--- config.mk ---
export PLATFORM = sky130hd
export DESIGN_NAME = text_line_cleanup_filter
export DESIGN_NICKNAME = d
export VERILOG_FILES = /design/src/rtl/tlcf_pkg.sv /design/src/rtl/tlcf_front.sv /design/src/rtl/tlcf_fifo.sv /design/src/rtl/tlcf_back.sv /design/src/rtl/text_line_cleanup_filter.sv
export SDC_FILE = /design/constraint.sdc
export NUM_CORES = 1
export LEC_CHECK = 0
export BUFFER_PORTS_ARGS = -buffer_cell sky130_fd_sc_hd__buf_2
export CORE_MARGIN = 5
export CORE_UTILIZATION = 55
export CTS_BUF_LIST = sky130_fd_sc_hd__clkbuf_2
export DETAILED_ROUTE_END_ITERATION = 10
export GPL_TIMING_DRIVEN = 0
export PLACE_DENSITY_LB_ADDON = 0.25
export SLEW_MARGIN = 10
export SYNTH_ARGS = -nofsm -noshare
export SYNTH_HDL_FRONTEND = slang
export SYNTH_SLANG_ARGS = --single-unit
--- constraint.sdc ---
create_clock -name clk -period 4.5 [get_ports clk]
set_input_delay 0.225 -clock clk [delete_from_list [all_inputs] [get_ports clk]]
set_output_delay 0.225 -clock clk [all_outputs]
set_load 0.01 [all_outputs]
--- src/rtl/tlcf_pkg.sv ---
// Package: shared types and constants of the text line cleanup filter.
package tlcf_pkg;

    localparam int unsigned QUEUE_DEPTH = 4;

    localparam logic [7:0] LIMIT_RESET = 8'd200;

    localparam logic [7:0] CH_NL   = 8'd10;
    localparam logic [7:0] CH_SP   = 8'd32;
    localparam logic [7:0] CH_TAB  = 8'd9;
    localparam logic [7:0] CH_BSL  = 8'd92;
    localparam logic [7:0] CH_HASH = 8'd35;

    // One accepted input byte's worth of results: cnt of 1 to 3 bytes.
    typedef struct packed {
        logic            err;
        logic [1:0]      cnt;
        logic [2:0][7:0] data;
    } cmd_t;

    typedef struct packed {
        logic full;
        logic empty;
    } fifo_stat_t;

endpackage

--- src/rtl/tlcf_front.sv ---
// Front end: accepts bytes, runs the tokeniser and produces result commands.
module tlcf_front
(
    input  logic                clk,
    input  logic                rst_n,
    input  logic                in_valid,
    output logic                in_stall,
    input  logic [7:0]          in_byte,
    input  logic                cfg_we,
    input  logic [7:0]          cfg_wdata,
    input  tlcf_pkg::fifo_stat_t q_stat,
    output logic                push,
    output tlcf_pkg::cmd_t      push_cmd
);

    typedef enum logic [2:0] {
        PH_GAP   = 3'd0,
        PH_TOKEN = 3'd1,
        PH_HELD  = 3'd2,
        PH_SKIP  = 3'd3,
        PH_JOIN  = 3'd4
    } phase_t;

    phase_t     phase_reg,  phase_next;
    logic       kind_reg,   kind_next;
    logic       ended_reg,  ended_next;
    logic       tsl_reg,    tsl_next;
    logic       lho_reg,    lho_next;
    logic [7:0] len_reg,    len_next;
    logic       halted_reg, halted_next;
    logic [7:0] limit_reg,  limit_next;

    logic            accept;
    logic            nl;
    logic            ws;
    logic            over;
    logic            do_start;
    logic            do_end;
    logic            do_join;
    logic [7:0]      hc;
    logic [1:0]      n;
    logic [2:0][7:0] b;
    logic            err;

    assign in_stall = q_stat.full;
    assign accept   = in_valid && !q_stat.full;
    assign nl       = (in_byte == tlcf_pkg::CH_NL);
    assign ws       = (in_byte == tlcf_pkg::CH_SP) || (in_byte == tlcf_pkg::CH_TAB);
    assign hc       = kind_reg ? tlcf_pkg::CH_HASH : tlcf_pkg::CH_BSL;

    always_comb
    begin
        phase_next  = phase_reg;
        kind_next   = kind_reg;
        ended_next  = ended_reg;
        tsl_next    = tsl_reg;
        lho_next    = lho_reg;
        len_next    = len_reg;
        halted_next = halted_reg;
        limit_next  = cfg_we ? cfg_wdata : limit_reg;
        do_start    = 1'b0;
        do_end      = 1'b0;
        do_join     = 1'b0;
        n           = 2'd0;
        b           = '0;
        err         = 1'b0;
        over        = nl ? (len_reg >= limit_reg)
                         : (({1'b0, len_reg} + 9'd1) >= {1'b0, limit_reg});

        if (accept && !halted_reg)
        begin
            if (over)
            begin
                halted_next = 1'b1;
                err         = 1'b1;
                n           = 2'd1;
            end
            else
            begin
                len_next = nl ? 8'd0 : len_reg + 8'd1;
                unique case (phase_reg)
                    PH_TOKEN:
                    begin
                        if (nl)
                            do_end = 1'b1;
                        else if (ws)
                            phase_next = PH_GAP;
                        else
                        begin
                            b[n] = in_byte;
                            n    = n + 2'd1;
                        end
                    end
                    PH_HELD:
                    begin
                        if (!ended_reg)
                        begin
                            if (nl)
                            begin
                                if (kind_reg)
                                    do_end = 1'b1;
                                else
                                    do_join = 1'b1;
                            end
                            else if (ws)
                            begin
                                if (kind_reg)
                                begin
                                    phase_next = PH_SKIP;
                                    kind_next  = 1'b0;
                                    ended_next = 1'b0;
                                end
                                else
                                    ended_next = 1'b1;
                            end
                            else
                            begin
                                b[n]       = hc;
                                n          = n + 2'd1;
                                b[n]       = in_byte;
                                n          = n + 2'd1;
                                lho_next   = 1'b1;
                                phase_next = PH_TOKEN;
                                kind_next  = 1'b0;
                                ended_next = 1'b0;
                            end
                        end
                        else
                        begin
                            if (nl)
                                do_join = 1'b1;
                            else if (!ws)
                            begin
                                b[n]       = hc;
                                n          = n + 2'd1;
                                lho_next   = 1'b1;
                                phase_next = PH_GAP;
                                kind_next  = 1'b0;
                                ended_next = 1'b0;
                                do_start   = 1'b1;
                            end
                        end
                    end
                    PH_SKIP:
                    begin
                        if (nl)
                            do_end = 1'b1;
                    end
                    PH_JOIN:
                    begin
                        if (!nl && !ws)
                            do_start = 1'b1;
                    end
                    default:
                    begin
                        if (nl)
                            do_end = 1'b1;
                        else if (!ws)
                            do_start = 1'b1;
                        else
                            phase_next = PH_GAP;
                    end
                endcase

                if (do_end)
                begin
                    if (lho_next)
                    begin
                        b[n] = tlcf_pkg::CH_NL;
                        n    = n + 2'd1;
                    end
                    lho_next   = 1'b0;
                    tsl_next   = 1'b0;
                    phase_next = PH_GAP;
                    kind_next  = 1'b0;
                    ended_next = 1'b0;
                end

                if (do_join)
                begin
                    tsl_next   = 1'b0;
                    phase_next = PH_JOIN;
                    kind_next  = 1'b0;
                    ended_next = 1'b0;
                end

                if (do_start)
                begin
                    if (tsl_next)
                    begin
                        b[n] = tlcf_pkg::CH_SP;
                        n    = n + 2'd1;
                    end
                    tsl_next = 1'b1;
                    if (in_byte == tlcf_pkg::CH_BSL || in_byte == tlcf_pkg::CH_HASH)
                    begin
                        phase_next = PH_HELD;
                        kind_next  = (in_byte == tlcf_pkg::CH_HASH);
                        ended_next = 1'b0;
                    end
                    else
                    begin
                        b[n]       = in_byte;
                        n          = n + 2'd1;
                        lho_next   = 1'b1;
                        phase_next = PH_TOKEN;
                    end
                end
            end
        end
    end

    assign push          = (n != 2'd0);
    assign push_cmd.err  = err;
    assign push_cmd.cnt  = n;
    assign push_cmd.data = b;

    always_ff @(posedge clk or negedge rst_n)
    begin
        if (!rst_n)
        begin
            phase_reg  <= PH_GAP;
            kind_reg   <= 1'b0;
            ended_reg  <= 1'b0;
            tsl_reg    <= 1'b0;
            lho_reg    <= 1'b0;
            len_reg    <= 8'd0;
            halted_reg <= 1'b0;
            limit_reg  <= tlcf_pkg::LIMIT_RESET;
        end
        else
        begin
            phase_reg  <= phase_next;
            kind_reg   <= kind_next;
            ended_reg  <= ended_next;
            tsl_reg    <= tsl_next;
            lho_reg    <= lho_next;
            len_reg    <= len_next;
            halted_reg <= halted_next;
            limit_reg  <= limit_next;
        end
    end

endmodule

--- src/rtl/tlcf_fifo.sv ---
// Command queue between the front end and the output sequencer.
module tlcf_fifo
#(
    parameter int unsigned DEPTH = tlcf_pkg::QUEUE_DEPTH
)
(
    input  logic                 clk,
    input  logic                 rst_n,
    input  logic                 push,
    input  tlcf_pkg::cmd_t       wr_data,
    input  logic                 pop,
    output tlcf_pkg::cmd_t       rd_data,
    output tlcf_pkg::fifo_stat_t stat
);

    localparam int unsigned PW = (DEPTH > 1) ? $clog2(DEPTH) : 1;
    localparam int unsigned CW = $clog2(DEPTH + 1);

    tlcf_pkg::cmd_t mem_reg [DEPTH];
    logic [PW-1:0]  wr_ptr_reg, wr_ptr_next;
    logic [PW-1:0]  rd_ptr_reg, rd_ptr_next;
    logic [CW-1:0]  count_reg,  count_next;
    logic           do_wr;
    logic           do_rd;

    assign stat.full  = (count_reg == CW'(DEPTH));
    assign stat.empty = (count_reg == '0);
    assign do_wr      = push && !stat.full;
    assign do_rd      = pop && !stat.empty;
    assign rd_data    = mem_reg[rd_ptr_reg];

    always_comb
    begin
        wr_ptr_next = wr_ptr_reg;
        rd_ptr_next = rd_ptr_reg;
        count_next  = count_reg;
        if (do_wr)
            wr_ptr_next = (wr_ptr_reg == PW'(DEPTH - 1)) ? '0 : wr_ptr_reg + PW'(1);
        if (do_rd)
            rd_ptr_next = (rd_ptr_reg == PW'(DEPTH - 1)) ? '0 : rd_ptr_reg + PW'(1);
        if (do_wr && !do_rd)
            count_next = count_reg + CW'(1);
        else if (do_rd && !do_wr)
            count_next = count_reg - CW'(1);
    end

    always_ff @(posedge clk)
    begin
        if (do_wr)
            mem_reg[wr_ptr_reg] <= wr_data;
    end

    always_ff @(posedge clk or negedge rst_n)
    begin
        if (!rst_n)
        begin
            wr_ptr_reg <= '0;
            rd_ptr_reg <= '0;
            count_reg  <= '0;
        end
        else
        begin
            wr_ptr_reg <= wr_ptr_next;
            rd_ptr_reg <= rd_ptr_next;
            count_reg  <= count_next;
        end
    end

endmodule

--- src/rtl/tlcf_back.sv ---
// Back end: unpacks queued commands into single output items.
module tlcf_back
(
    input  logic                 clk,
    input  logic                 rst_n,
    input  tlcf_pkg::cmd_t       q_data,
    input  tlcf_pkg::fifo_stat_t q_stat,
    output logic                 pop,
    output logic                 out_valid,
    input  logic                 out_stall,
    output logic [7:0]           out_byte,
    output logic                 error,
    output logic                 last
);

    tlcf_pkg::cmd_t cmd_reg,   cmd_next;
    logic           valid_reg, valid_next;
    logic [1:0]     idx_reg,   idx_next;
    logic           is_last;
    logic           done;

    assign is_last   = (idx_reg == (cmd_reg.cnt - 2'd1));
    assign done      = valid_reg && !out_stall && is_last;
    assign pop       = !q_stat.empty && (!valid_reg || done);

    assign out_valid = valid_reg;
    assign out_byte  = cmd_reg.data[idx_reg];
    assign error     = cmd_reg.err;
    assign last      = is_last;

    always_comb
    begin
        cmd_next   = cmd_reg;
        valid_next = valid_reg;
        idx_next   = idx_reg;
        if (pop)
        begin
            cmd_next   = q_data;
            valid_next = 1'b1;
            idx_next   = 2'd0;
        end
        else if (done)
            valid_next = 1'b0;
        else if (valid_reg && !out_stall)
            idx_next = idx_reg + 2'd1;
    end

    always_ff @(posedge clk)
    begin
        cmd_reg <= cmd_next;
    end

    always_ff @(posedge clk or negedge rst_n)
    begin
        if (!rst_n)
        begin
            valid_reg <= 1'b0;
            idx_reg   <= 2'd0;
        end
        else
        begin
            valid_reg <= valid_next;
            idx_reg   <= idx_next;
        end
    end

endmodule

--- src/rtl/text_line_cleanup_filter.sv ---
// Results of accepted bytes wait in the command queue (QUEUE_DEPTH entries),
// which absorbs the bursts, and leave through the back end one item at a time.
// Input: one byte per cycle while in_stall is low (a full queue stalls it).
// Reset: asynchronous, active low; clears tokeniser state, queue and output,
// line limit returns to 200.
module text_line_cleanup_filter
#(
    parameter int unsigned QUEUE_DEPTH = tlcf_pkg::QUEUE_DEPTH
)
(
    input  logic       clk,
    input  logic       rst_n,
    input  logic       in_valid,
    output logic       in_stall,
    input  logic [7:0] in_byte,
    input  logic       cfg_we,
    input  logic [7:0] cfg_wdata,
    output logic       out_valid,
    input  logic       out_stall,
    output logic [7:0] out_byte,
    output logic       error,
    output logic       last
);

    tlcf_pkg::fifo_stat_t q_stat;
    tlcf_pkg::cmd_t       push_cmd;
    tlcf_pkg::cmd_t       q_data;
    logic                 push;
    logic                 pop;

    tlcf_front u_front
    (
        .clk       (clk),
        .rst_n     (rst_n),
        .in_valid  (in_valid),
        .in_stall  (in_stall),
        .in_byte   (in_byte),
        .cfg_we    (cfg_we),
        .cfg_wdata (cfg_wdata),
        .q_stat    (q_stat),
        .push      (push),
        .push_cmd  (push_cmd)
    );

    tlcf_fifo #(.DEPTH(QUEUE_DEPTH)) u_fifo
    (
        .clk     (clk),
        .rst_n   (rst_n),
        .push    (push),
        .wr_data (push_cmd),
        .pop     (pop),
        .rd_data (q_data),
        .stat    (q_stat)
    );

    tlcf_back u_back
    (
        .clk       (clk),
        .rst_n     (rst_n),
        .q_data    (q_data),
        .q_stat    (q_stat),
        .pop       (pop),
        .out_valid (out_valid),
        .out_stall (out_stall),
        .out_byte  (out_byte),
        .error     (error),
        .last      (last)
    );

endmodule

==> reports/results.tsv, run 1 <==
stage	metric	value	unit
setup_path	regToRegSetupSlack	0.14	ns
clock_network	worst_skew_pair.late_latency	0.74	ns
logic_synthesis	combinational_family_with_the_most_area_after_synthesis	simple AND/OR/NAND/NOR gates	
power	power.switching_fraction	37.4	%
power	vdd.ir_drop.worst	0.258	mV
power	power.share.sequential	41.9	%
timing	setup_repair_after_global_routing_missed_its_margin	yes	
setup_path	cpLargestDelayFamily	adder cells	
clock_network	clockRootBuffer	sky130_fd_sc_hd__clkbuf_2	
floorplan	floorplan.io_pins	33	
logic_synthesis	synth_simple_gate_area_share	11.4	%
logic_synthesis	synth.most_common_cell	sky130_fd_sc_hd__edfxtp_1	
floorplan	die_h	131	um
flow_run	maxCapViolCount	0	
min_path	hold_path_class	in2async	
setup_path	rr_worst_depth	20	
floorplan	core_area	14500	um^2
setup_path	timing.critical_path.slowest_cell_delay	0.45	ns
global_routing	grt_antenna_before_repair	1	
timing	hold_viol_final	0	
drt	drtPass1Iterations	7	
logic_synthesis	synth-seq-area-share	60.8	%
cells_and_area	footprint_of_the_multi_input_gates	3120	um^2
floorplan	rows	44	
timing	finalClockSkew	0.0415	ns
clock_network	clk_pin_slew_worst_paths	0.25	ns
power	power-per-cell-area	541	nW/um^2
drt	routed_wl	17000	um
global_routing	grt_overflow_total	0	
cells_and_area	n_fill_cell	1028	
drt	post_drt_wl_per_cell	19.5	um
logic_synthesis	netlist_instances	565	
global_routing	globalRouteTotalUtil	20.2	%
drt	via_per_inst	5.78	
setup_path	end_kind	register	
power	power.static_leakage	3.50	nW
logic_synthesis	synth_flop_cell	sky130_fd_sc_hd__edfxtp_1	
logic_synthesis	synth_fa_ha_area_share	5.21	%
cells_and_area	utilization	65.3	%
cells_and_area	largest_register_ffs	108	
global_routing	grt_start_max_net_pins	35	
drt	iteration_0_drc_markers	357	
power	cell_internal_pwr	0.00320	W
setup_path	cp_data_required_time	5.13	ns
place	finalWeightedCongestion	0.881	
power	total_power	0.00512	W
cells_and_area	syn2layout_area_growth	17.1	%
logic_synthesis	post-synth-top-area-fraction	50.2	%
setup_path	rr_endpoint	u_fifo.count_reg[1]$_DFFE_PN0P_	
setup_path	critical_path_arrival	4.99	ns
setup_path	cp-start-kind	register	
global_routing	grt_pass1_vias	5283	
timing	finalSetupTns	0	ns
logic_synthesis	post_synth_mux_area_share	9.65	%
timing	final.period_utilization	96.9	%
logic_synthesis	nets_in_the_synthesized_netlist	619	
logic_synthesis	synth_enable_flop_cells	135	
place	numPortBuffers	29	
clock_network	max_root_sink_buffers	2	
floorplan	die_width	131	um
logic_synthesis	yosys.area_share.xor_xnor	1.52	%
timing	timing.final.crit_period	4.36	ns
clock_network	htree_levels	4	
logic_synthesis	synth-compound-area-share	9.11	%
timing	fmax	229	MHz
logic_synthesis	async_reset_ff_share	20.1	%
cells_and_area	seqCellArea	4910	um^2
setup_path	critical_path_buf_inv_count	4	
logic_synthesis	syn-cell-area	8070	um^2
outcome	run_status	complete, no violations	
logic_synthesis	synth-seq-cells	169	
timing	timing.final.setup_violations	0	
timing	slew_violations	0	
power	power.share.clock	12.9	%
timing	tightestPinTransition	1.09	ns
place	dp_hpwl	11500	um
setup_path	worstPathCellList	or3b_1 > buf_6 > a21o_4 > nor3_4 > inv_2 > ha_4 > a31o_4 > inv_4 > ha_4 > nand2_1 > o21ai_2 > ha_1 > nor3b_2 > a311oi_4 > o21a_4 > nor2_4 > ha_4 > inv_1 > fa_2 > mux2_2	
logic_synthesis	synth_warnings	0	
logic_synthesis	synth.top_cells.by_count	sky130_fd_sc_hd__edfxtp_1, sky130_fd_sc_hd__nand2_1, sky130_fd_sc_hd__o21ai_0, sky130_fd_sc_hd__ha_1, sky130_fd_sc_hd__dfrtp_1	
clock_network	tritoncts	built	
clock_network	number_of_buffers_added_by_the_clock_tree_synthesis_step	17	
setup_path	rr_startpoint	u_front.phase_reg[2]$_DFFE_PN0P_	
setup_path	critPathMaxFanout	3	
power	p_sw	0.00192	W
timing	relSlewSlack	27.4	%
logic_synthesis	synth.distinct_cells	76	
floorplan	fp.dieArea	17200	um^2
setup_path	worstSetupPathType	reg2reg	
drt	detail_route.drc_violations	0	
setup_path	critical_path_slowest_stage_cell	sky130_fd_sc_hd__dfrtp_2	
logic_synthesis	post_synth_main_area_contributors	sky130_fd_sc_hd__edfxtp_1, sky130_fd_sc_hd__dfrtp_1, sky130_fd_sc_hd__mux4_2, sky130_fd_sc_hd__ha_1, sky130_fd_sc_hd__nand2_1	
cells_and_area	ratio_of_cells_with_drive_above_1_in_the_final_layout	25.5	%
logic_synthesis	synth_area_per_cell	14.3	um^2
cells_and_area	design.final.nets	728	
drt	via_count	5049	
power	combPwrFrac	45.2	%
drt	postRouteAntennaNets	0	
clock_network	cts_num_sinks	169	
logic_synthesis	synth_area_leader_cell	sky130_fd_sc_hd__edfxtp_1	
floorplan	initial_utilization	55.8	%
setup_path	cp_common_cell	sky130_fd_sc_hd__ha_4	
setup_path	worst_setup_path_startpoint	u_front.phase_reg[2]$_DFFE_PN0P_	
global_routing	grt_pass1_wl	27700	um
-- cells by family (layout without fill, tap and decap cells) --
kind of cell,count (synthesis),after routing
flip-flops,169,169
AND/OR/NAND/NOR,162,162
AO/OA/AOI/OAI,100,100
buffers and inverters,44,166
multiplexers,43,43
adder cells (fa/ha/maj),33,33
XOR/XNOR,14,14
other,0,2
-- how the worst max path moves through the flow --
| stage | cells past startpoint | endpoint |
|---|---|---|
| finish | 20 | u_fifo.count_reg[1]$_DFFE_PN0P_ |
| global route | 22 | u_fifo.count_reg[2]$_DFFE_PN0P_ |
| CTS | 22 | u_fifo.count_reg[2]$_DFFE_PN0P_ |
| detailed placement | 23 | u_fifo.count_reg[2]$_DFFE_PN0P_ |
| global placement | 17 | u_fifo.mem_reg[0][4]$_DFFE_PP_ |
| floorplan | 20 | u_fifo.count_reg[1]$_DFFE_PN0P_ |
-- cell usage in the layout (no fill, tap or decap), types with 3 or more instances in the layout --
master                          count
sky130_fd_sc_hd__dfrtp_1           29
sky130_fd_sc_hd__edfxtp_1         135
sky130_fd_sc_hd__o21ai_0           34
sky130_fd_sc_hd__buf_6              3
sky130_fd_sc_hd__nand2b_1           5
sky130_fd_sc_hd__xnor2_1            9
sky130_fd_sc_hd__nor3b_4            4
sky130_fd_sc_hd__nand3_1           14
sky130_fd_sc_hd__buf_1              4
sky130_fd_sc_hd__and2_1            12
sky130_fd_sc_hd__nor4_1             3
sky130_fd_sc_hd__nor2_1            23
sky130_fd_sc_hd__a2bb2oi_1          3
sky130_fd_sc_hd__mux4_2            27
sky130_fd_sc_hd__buf_8              3
sky130_fd_sc_hd__mux2i_1           10
sky130_fd_sc_hd__buf_4             17
sky130_fd_sc_hd__nor3_1             7
sky130_fd_sc_hd__a21o_1             6
sky130_fd_sc_hd__clkbuf_2          17
sky130_fd_sc_hd__xor2_1             5
sky130_fd_sc_hd__ha_4               3
sky130_fd_sc_hd__dfstp_2            3
sky130_fd_sc_hd__inv_6              3
sky130_fd_sc_hd__clkbuf_1          11
sky130_fd_sc_hd__or3_1              3
sky130_fd_sc_hd__mux2_2             5
sky130_fd_sc_hd__inv_1             21
sky130_fd_sc_hd__nor2b_1            5
sky130_fd_sc_hd__ha_1              29
sky130_fd_sc_hd__buf_16             4
sky130_fd_sc_hd__clkinvlp_4         7
sky130_fd_sc_hd__nand2_1           49
sky130_fd_sc_hd__buf_2             31
sky130_fd_sc_hd__o31ai_1            4
sky130_fd_sc_hd__a21oi_1           18
sky130_fd_sc_hd__clkinv_1           3
sky130_fd_sc_hd__dlygate4sd3_1     36
sky130_fd_sc_hd__and3_1             8
-- per-stage QoR --
| stage | setup WS [ns] | instances | instance area (um^2) | hold slack [ns] |
|---|---|---|---|---|
| 6_report | 0.141 | 873 | 9450 | 0.118 |
| 5_1_grt | -0.0453 | 873 | 9450 | 0.155 |
| 4_1_cts | 0.0339 | 869 | 9360 | 0.0766 |
| 3_5_place_dp | -0.687 | 785 | 8630 | 0.394 |
| 3_3_place_gp | -0.807 | 778 | 8480 | 0.394 |
| 2_1_floorplan | -0.0101 | 565 | 8100 | -0.0706 |
-- area by class of cell --
class	count	share of cell area (%)
plain buffers	20	1.06
clock inverters	15	1.10
multi-input cells	352	33.0
inverters	24	0.979
diodes	2	0.0529
flip-flops and latches	169	51.9
well taps	184	2.44
repair buffers	90	8.55
clock buffers	17	0.900
-- per-layer routing --
metal  up-vias  routed length, um  track usage (%)
met1      2537               6950             25.0
met3        23                742             3.52
li1       2370                  -                -
met2       119               9050             36.3
met5         -                  0                0
met4         0                234             6.18
-- power groups by stage --
stage               clock network [W]  logic, W  registers, W
floorplan                           0   0.00150       0.00215
global placement                    0   0.00193       0.00218
detailed placement                  0   0.00204       0.00219
CTS                          0.000677   0.00225       0.00215
global route                 0.000742   0.00253       0.00217
finish                       0.000661   0.00231       0.00215
-- worst reg2reg max path: cells and delay by family (launching register included) --
kind / cells / cell delay [ns]
fa+ha+maj: 5 / 1.36
mux: 1 / 0.28
flops: 1 / 0.45
simple gates: 5 / 0.71
buf+inv: 4 / 0.35
compound gates: 5 / 1.09
-- what timing repair did --
item                                    in CTS  in global routing
hold buffers                                36                  0
endpoints found under the setup margin      42                 45
endpoints found under the hold margin      135                  0
pin swaps                                    6                 16
gates resized for setup                     10                 18
buffers inserted                            16                  2
(Power assumes the default switching activity.)
==> run 2: changes to the inputs <==
==> constraint.sdc (replaced) <==
create_clock -name clk -period 5.6 [get_ports clk]
set_input_delay 0.28 -clock clk [delete_from_list [all_inputs] [get_ports clk]]
set_output_delay 0.28 -clock clk [all_outputs]
set_load 0.01 [all_outputs]
==> run 2 against run 1 <==
Effect of this change:
- cell area is 2.9% lower
- critical endpoint is now u_fifo.count_reg[2]$_DFFE_PN0P_
- register-to-register slack better by 0.40 ns
- cell count is 2.1% lower
- largest cell class unchanged
==> reports/results.tsv, run 2 (synthesis gave the netlist of run 1 again) <==
stage	metric	value	unit	change
outcome	run_status	complete, no violations		unchanged
power	cell_internal_pwr	0.00252	W	was 0.00320 W
place	dp_hpwl	11800	um	was 11500 um
drt	dr_wl_met3	639	um	was 742 um
place	numPortBuffers	29		unchanged
floorplan	fp.dieArea	17200	um^2	unchanged
power	combPwrFrac	41.0	%	was 45.2%
timing	timing.final.crit_period	5.06	ns	
power	power.share.sequential	43.4	%	was 41.9%
drt	drtPass1Iterations	5		was 7
drt	wl_met2	8630	um	was 9050 um
setup_path	critPathMaxFanout	9		was 3
global_routing	globalRouteTotalUtil	20.0	%	was 20.2%
cells_and_area	ratio_of_cells_with_drive_above_1_in_the_final_layout	21.0	%	was 25.5%
floorplan	initial_utilization	55.8	%	unchanged
floorplan	floorplan.io_pins	33		unchanged
clock_network	worst_skew_pair.late_latency	0.74	ns	about the same
timing	tightestPinTransition	1.17	ns	was 1.09 ns
clock_network	clk_pin_slew_worst_paths	0.23	ns	was 0.25 ns
cells_and_area	layout_common_cells	sky130_fd_sc_hd__edfxtp_1, sky130_fd_sc_hd__nand2_1, sky130_fd_sc_hd__dlygate4sd3_1		unchanged
power	power.static_leakage	3.41	nW	was 3.50 nW
setup_path	end_kind	register		unchanged
power	p_sw	0.00147	W	was 0.00192 W
clock_network	tritoncts	built		unchanged
cells_and_area	syn2layout_area_growth	13.7	%	was 17.1%
setup_path	rr_worst_depth	22		was 20
clock_network	postCtsSetupBuffers	0		was 16
power	power-per-cell-area	435	nW/um^2	was 541 nW/um^2
global_routing	grt_antenna_before_repair	1		unchanged
drt	highest-signal-layer	met4		unchanged
cells_and_area	mostFrequentLayoutCell	sky130_fd_sc_hd__edfxtp_1		unchanged
power	power.share.clock	15.6	%	was 12.9%
clock_network	max_root_sink_buffers	2		unchanged
floorplan	core_area	14500	um^2	unchanged
power	power.switching_fraction	36.8	%	was 37.4%
flow_run	maxCapViolCount	0		unchanged
clock_network	clockRootBuffer	sky130_fd_sc_hd__clkbuf_2		unchanged
cells_and_area	design.final.nets	711		was 728
setup_path	cp-start-kind	input pin		was register
drt	via_per_inst	5.82		was 5.78
drt	routed_wl	16500	um	was 17000 um
clock_network	ctsResizeCount	0		was 10
drt	iteration_0_drc_markers	393		was 357
drt	postRouteAntennaNets	0		unchanged
timing	final.period_utilization	90.4	%	
clock_network	htree_levels	4		unchanged
timing	hold_viol_final	0		unchanged
cells_and_area	largest_register_ffs	108		unchanged
setup_path	rr_startpoint	u_front.phase_reg[2]$_DFFE_PN0P_		unchanged
power	vdd.ir_drop.worst	0.198	mV	was 0.258 mV
clock_network	number_of_buffers_added_by_the_clock_tree_synthesis_step	17		unchanged
timing	relSlewSlack	22.2	%	was 27.4%
power	total_power	0.00399	W	was 0.00512 W
timing	fmax	198	MHz	
setup_path	regToRegSetupSlack	0.54	ns	was 0.14 ns
setup_path	critical_path_arrival	5.74	ns	was 4.99 ns
cells_and_area	utilization	63.4	%	was 65.3%
global_routing	grt_pass1_wl	27300	um	was 27700 um
global_routing	grt_pass1_vias	5204		was 5283
drt	post_drt_wl_per_cell	19.3	um	was 19.5 um
setup_path	cp_data_required_time	6.28	ns	was 5.13 ns
cells_and_area	final_cells	855		was 873
timing	timing.final.setup_violations	0		unchanged
timing	setup_repair_after_global_routing_missed_its_margin	no		was yes
setup_path	rr_endpoint	u_fifo.count_reg[2]$_DFFE_PN0P_		was u_fifo.count_reg[1]$_DFFE_PN0P_
place	post-place-cells	786		was 785
drt	detail_route.drc_violations	0		unchanged
global_routing	grt_overflow_total	0		unchanged
global_routing	grt_start_max_net_pins	35		unchanged
timing	finalClockSkew	0.0219	ns	was 0.0415 ns
place	finalWeightedCongestion	0.870		was 0.881
floorplan	die_h	131	um	unchanged
setup_path	worstSetupPathType	in2reg		was reg2reg
drt	via_count	4979		was 5049
drt	met1Wirelength	6870	um	was 6950 um
floorplan	die_width	131	um	unchanged
timing	finalSetupTns	0	ns	unchanged
floorplan	rows	44		unchanged
min_path	hold_path_class	in2async		unchanged
clock_network	cts_num_sinks	169		unchanged
timing	slew_violations	0		unchanged
[run 2: cell count changes in the layout (fill, tap and decap cells not counted), sizes merged]
cell | previous run | this run
diode | 2 | 1
bufinv | 0 | 2
buf | 63 | 46
inv | 27 | 25
clkinvlp | 7 | 4
clkinv | 5 | 8
[run 2: repair_timing]
action / CTS / global route
endpoints found under the hold margin: 128 / 0
hold buffers: 36 / 0
setup endpoints to repair: 0 / 0
[run 2: critical path: stages]
cell,delay [ns]
sky130_fd_sc_hd__dlygate4sd3_1,0.52
sky130_fd_sc_hd__buf_2,0.20
sky130_fd_sc_hd__xor2_1,0.18
sky130_fd_sc_hd__a21oi_1,0.29
sky130_fd_sc_hd__nor2_1,0.11
sky130_fd_sc_hd__nor4_2,0.57
sky130_fd_sc_hd__a21oi_1,0.18
sky130_fd_sc_hd__ha_1,0.34
sky130_fd_sc_hd__a31o_2,0.24
sky130_fd_sc_hd__inv_1,0.10
sky130_fd_sc_hd__ha_1,0.27
sky130_fd_sc_hd__nand2_1,0.07
sky130_fd_sc_hd__o21ai_0,0.10
sky130_fd_sc_hd__ha_1,0.29
sky130_fd_sc_hd__nor3b_1,0.33
sky130_fd_sc_hd__a311oi_4,0.13
sky130_fd_sc_hd__o21a_4,0.21
sky130_fd_sc_hd__nor2_1,0.18
sky130_fd_sc_hd__ha_1,0.22
sky130_fd_sc_hd__inv_1,0.07
sky130_fd_sc_hd__fa_1,0.43
sky130_fd_sc_hd__xor2_1,0.15
sky130_fd_sc_hd__nor2_1,0.11
sky130_fd_sc_hd__xor2_1,0.16
[run 2: metal layers]
layer | vias up | track usage (%)
li1 | 2339 | -
met1 | 2502 | 25.2
met2 | 104 | 34.3
met3 | 34 | 3.86
met4 | 0 | 7.45
met5 | - | 0
[run 2: area by class of cell]
class,count,area (um^2)
clock inverter,15,153
clock buffer,17,85.1
fill,1082,5300
antenna,1,2.50
inverter,24,90.1
multi-input combinational,352,3010
tap,184,230
timing repair buffer,73,611
sequential,169,4910
buffer,20,93.8
[run 2: worst max-delay path by stage]
| stage | slack (ns) | cells past startpoint | startpoint | endpoint |
|---|---|---|---|---|
| global route | 0.20 | 22 | u_front.phase_reg[2]$_DFFE_PN0P_ | u_fifo.count_reg[2]$_DFFE_PN0P_ |
| finish | 0.54 | 24 | in_byte[1] | u_fifo.count_reg[2]$_DFFE_PN0P_ |
| CTS | 0.55 | 22 | u_front.phase_reg[2]$_DFFE_PN0P_ | u_fifo.count_reg[2]$_DFFE_PN0P_ |
| floorplan | 0.69 | 17 | in_byte[1] | u_fifo.mem_reg[0][0]$_DFFE_PP_ |
| detailed placement | 0.39 | 23 | in_byte[1] | u_fifo.count_reg[2]$_DFFE_PN0P_ |
| global placement | -0.49 | 17 | in_byte[1] | u_fifo.mem_reg[2][2]$_DFFE_PP_ |
[run 2: power by group through the flow]
stage | clock [W] | combinational [W] | sequential [W]
2_1_floorplan | 0 | 0.00117 | 0.00173
3_3_place_gp | 0 | 0.00153 | 0.00175
3_5_place_dp | 0 | 0.00163 | 0.00176
4_1_cts | 0.000642 | 0.00166 | 0.00173
5_1_grt | 0.000697 | 0.00181 | 0.00176
6_report | 0.000622 | 0.00164 | 0.00173
[run 2: stage by stage]
| step | setup WS (ns) | hold WS (ns) | area, um^2 |
|---|---|---|---|
| after floorplan | 0.691 | -0.0156 | 8070 |
| after global placement | -0.487 | 0.446 | 8450 |
| after detailed placement | 0.390 | 0.444 | 8580 |
| after CTS | 0.552 | 0.0925 | 9180 |
| after global routing | 0.205 | 0.159 | 9180 |
| final | 0.538 | 0.155 | 9180 |
==> run 3: changes to the inputs <==
--- a/config.mk
+++ b/config.mk
@@ -12,6 +12,7 @@
 export DETAILED_ROUTE_END_ITERATION = 10
 export GPL_TIMING_DRIVEN = 0
 export PLACE_DENSITY_LB_ADDON = 0.25
+export REMOVE_ABC_BUFFERS = 1
 export SLEW_MARGIN = 10
 export SYNTH_ARGS = -nofsm -noshare
 export SYNTH_HDL_FRONTEND = slang
==> run 3 against run 2 <==
Effect of this change:
- utilization is 0.31 points lower
- cell area is 0.49% lower
- hold slack worse by 0.0096 ns
- sequential share of layout area is 0.29 points higher
- sequential power is 6% higher
- largest power group unchanged
- register-to-register slack hardly changed
==> reports/results.tsv, run 3 (synthesis gave the netlist of run 1 again) <==
stage	metric	value	unit	change
setup_path	cp_common_cell	sky130_fd_sc_hd__ha_1		unchanged
clock_network	ctsResizeCount	0		unchanged
global_routing	grt_use_met2	33.4	%	was 34.3%
cells_and_area	final_cells	838		was 855
place	post-place-cells	769		was 786
setup_path	regToRegSetupSlack	0.55	ns	was 0.54 ns
cells_and_area	syn2layout_area_growth	13.1	%	was 13.7%
power	vdd.ir_drop.worst	0.266	mV	was 0.198 mV
timing	hold_viol_final	0		unchanged
timing	final.period_utilization	90.2	%	was 90.4%
global_routing	gr-max-usage-layer	met2		unchanged
timing	timing.final.crit_period	5.05	ns	was 5.06 ns
clock_network	number_of_buffers_added_by_the_clock_tree_synthesis_step	17		unchanged
setup_path	critical_path_buf_inv_count	2		was 4
setup_path	end_kind	register		unchanged
timing	finalClockSkew	0.0320	ns	was 0.0219 ns
power	power.static_leakage	3.39	nW	was 3.41 nW
timing	setup_repair_after_global_routing_missed_its_margin	no		unchanged
setup_path	critPathMaxFanout	8		was 9
min_path	hold_path_class	in2async		unchanged
clock_network	tritoncts	built		unchanged
drt	via_count	4910		was 4979
floorplan	floorplan.io_pins	33		unchanged
drt	routed_wl	16100	um	was 16500 um
power	power-per-cell-area	434	nW/um^2	was 435 nW/um^2
floorplan	die_h	131	um	unchanged
clock_network	cts_num_sinks	169		unchanged
global_routing	grt_pass1_vias	5097		was 5204
timing	relSlewSlack	23.7	%	was 22.2%
timing	timing.final.setup_violations	0		unchanged
clock_network	max_root_sink_buffers	2		unchanged
setup_path	cp.depth	21		was 24
global_routing	grt_overflow_total	0		unchanged
setup_path	worstSetupPathType	reg2reg		was in2reg
global_routing	grt_pass1_wl	26500	um	was 27300 um
cells_and_area	design.final.nets	694		was 711
drt	postRouteAntennaNets	0		unchanged
drt	iteration_0_drc_markers	390		was 393
setup_path	cp_data_required_time	6.26	ns	was 6.28 ns
clock_network	clk_pin_slew_worst_paths	0.23	ns	about the same
outcome	run_status	complete, no violations		unchanged
setup_path	cp-start-kind	register		was input pin
power	total_power	0.00397	W	was 0.00399 W
drt	post_drt_wl_per_cell	19.2	um	was 19.3 um
flow_run	maxCapViolCount	0		unchanged
drt	drtPass1Iterations	5		unchanged
clock_network	worst_skew_pair.late_latency	0.74	ns	about the same
floorplan	initial_utilization	55.8	%	unchanged
place	numPortBuffers	32		was 29
setup_path	timing.critical_path.slowest_cell_delay	0.55	ns	was 0.57 ns
global_routing	grt_antenna_before_repair	1		unchanged
timing	tightestPinTransition	1.14	ns	was 1.17 ns
timing	fmax	198	MHz	about the same
setup_path	rr_endpoint	u_fifo.count_reg[2]$_DFFE_PN0P_		unchanged
cells_and_area	ratio_of_cells_with_drive_above_1_in_the_final_layout	21.3	%	was 21.0%
cells_and_area	largest_register_ffs	108		unchanged
global_routing	grtUsageMet3	3.44	%	was 3.86%
cells_and_area	mostFrequentLayoutCell	sky130_fd_sc_hd__edfxtp_1		unchanged
timing	slew_violations	0		unchanged
clock_network	htree_levels	4		unchanged
global_routing	globalRouteTotalUtil	19.3	%	was 20.0%
global_routing	met1_usage	24.7	%	was 25.2%
setup_path	critical_path_arrival	5.71	ns	was 5.74 ns
setup_path	worstPathCellList	or3b_1 > a21o_1 > nor2_4 > a21oi_1 > ha_1 > a31o_2 > inv_1 > ha_1 > nand2_1 > o21ai_0 > ha_1 > nor3b_1 > a311oi_4 > o21a_4 > nor2_1 > ha_1 > inv_1 > fa_1 > xor2_1 > nor2_1 > xor2_1		was dlygate4sd3_1 > buf_2 > xor2_1 > a21oi_1 > nor2_1 > nor4_2 > a21oi_1 > ha_1 > a31o_2 > inv_1 > ha_1 > nand2_1 > o21ai_0 > ha_1 > nor3b_1 > a311oi_4 > o21a_4 > nor2_1 > ha_1 > inv_1 > fa_1 > xor2_1 > nor2_1 > xor2_1
floorplan	fp.dieArea	17200	um^2	unchanged
setup_path	critical_path_slowest_stage_cell	sky130_fd_sc_hd__dfrtp_1		was sky130_fd_sc_hd__nor4_2
drt	via_per_inst	5.86		was 5.82
drt	detail_route.drc_violations	0		unchanged
setup_path	rr_startpoint	u_front.phase_reg[2]$_DFFE_PN0P_		unchanged
setup_path	rr_worst_depth	21		was 22
floorplan	rows	44		unchanged
place	dp_hpwl	10900	um	was 11800 um
cells_and_area	layout_common_cells	sky130_fd_sc_hd__edfxtp_1, sky130_fd_sc_hd__nand2_1, sky130_fd_sc_hd__dlygate4sd3_1		unchanged
floorplan	core_area	14500	um^2	unchanged
global_routing	grt_start_max_net_pins	35		unchanged
setup_path	cpLargestDelayFamily	adder cells		unchanged
floorplan	die_width	131	um	unchanged
place	finalWeightedCongestion	0.876		was 0.870
clock_network	postCtsSetupBuffers	0		unchanged
clock_network	clockRootBuffer	sky130_fd_sc_hd__clkbuf_2		unchanged
-- run 3: what timing repair did --
item                       in CTS  in global routing
setup endpoints to repair       0                  0
hold buffers                   36                  0
hold endpoints to repair       91                  0
-- run 3: how the worst max path moves through the flow --
| stage | startpoint | endpoint | slack [ns] |
|---|---|---|---|
| 2_1_floorplan | u_front.phase_reg[2]$_DFFE_PN0P_ | u_fifo.mem_reg[0][0]$_DFFE_PP_ | 0.77 |
| 3_3_place_gp | in_byte[0] | u_fifo.mem_reg[1][22]$_DFFE_PP_ | -0.52 |
| 3_5_place_dp | in_byte[0] | u_fifo.mem_reg[0][22]$_DFFE_PP_ | 0.39 |
| 4_1_cts | u_front.phase_reg[2]$_DFFE_PN0P_ | u_fifo.mem_reg[0][4]$_DFFE_PP_ | 0.54 |
| 5_1_grt | u_front.phase_reg[2]$_DFFE_PN0P_ | u_fifo.count_reg[2]$_DFFE_PN0P_ | 0.21 |
| 6_report | u_front.phase_reg[2]$_DFFE_PN0P_ | u_fifo.count_reg[2]$_DFFE_PN0P_ | 0.55 |
-- run 3: final cells by class --
type                    instances  area, um^2
diodes                          2        5.00
clock buffers                  17        85.1
clock inverters                14         149
fillers                      1047        5340
inverters                      24        90.1
multi-input cells             352        3010
flip-flops and latches        169        4910
well taps                     184         230
repair buffers                 76         658
-- run 3: per-stage QoR --
step	cell area, um^2	utilization, %	hold WS [ns]	setup TNS (ns)	setup slack, ns
2_1_floorplan	7980	-	-0.0156	0	0.770
3_3_place_gp	8370	57.8	0.397	-53.03	-0.517
3_5_place_dp	8540	59.0	0.414	0	0.387
4_1_cts	9130	63.1	0.0881	0	0.542
5_1_grt	9140	63.1	0.147	0	0.213
6_report	9140	63.1	0.145	0	0.549
-- run 3: worst register-to-register path, cell delays in order, from the launching register on --
cell and delay, ns:
sky130_fd_sc_hd__dfrtp_1 0.55, sky130_fd_sc_hd__or3b_1 0.49, sky130_fd_sc_hd__a21o_1 0.26, sky130_fd_sc_hd__nor2_4 0.18, sky130_fd_sc_hd__a21oi_1 0.13, sky130_fd_sc_hd__ha_1 0.33
sky130_fd_sc_hd__a31o_2 0.24, sky130_fd_sc_hd__inv_1 0.10, sky130_fd_sc_hd__ha_1 0.27, sky130_fd_sc_hd__nand2_1 0.07, sky130_fd_sc_hd__o21ai_0 0.10, sky130_fd_sc_hd__ha_1 0.29
sky130_fd_sc_hd__nor3b_1 0.38, sky130_fd_sc_hd__a311oi_4 0.13, sky130_fd_sc_hd__o21a_4 0.21, sky130_fd_sc_hd__nor2_1 0.13, sky130_fd_sc_hd__ha_1 0.21, sky130_fd_sc_hd__inv_1 0.07
sky130_fd_sc_hd__fa_1 0.43, sky130_fd_sc_hd__xor2_1 0.15, sky130_fd_sc_hd__nor2_1 0.11, sky130_fd_sc_hd__xor2_1 0.15
-- run 3: where the power goes --
part           total (W)  internal, W  leakage [nW]  switching [W]
Sequential       0.00184      0.00162          1.67       0.000216
Combinational    0.00150     0.000693          1.58       0.000803
Clock           0.000631     0.000206         0.137       0.000424
-- run 3: routing by layer --
metal	vias to the layer above	wire length (um)
met2	111	8450
met5	-	0
li1	2300	-
met3	20	603
met4	0	201
met1	2479	6810
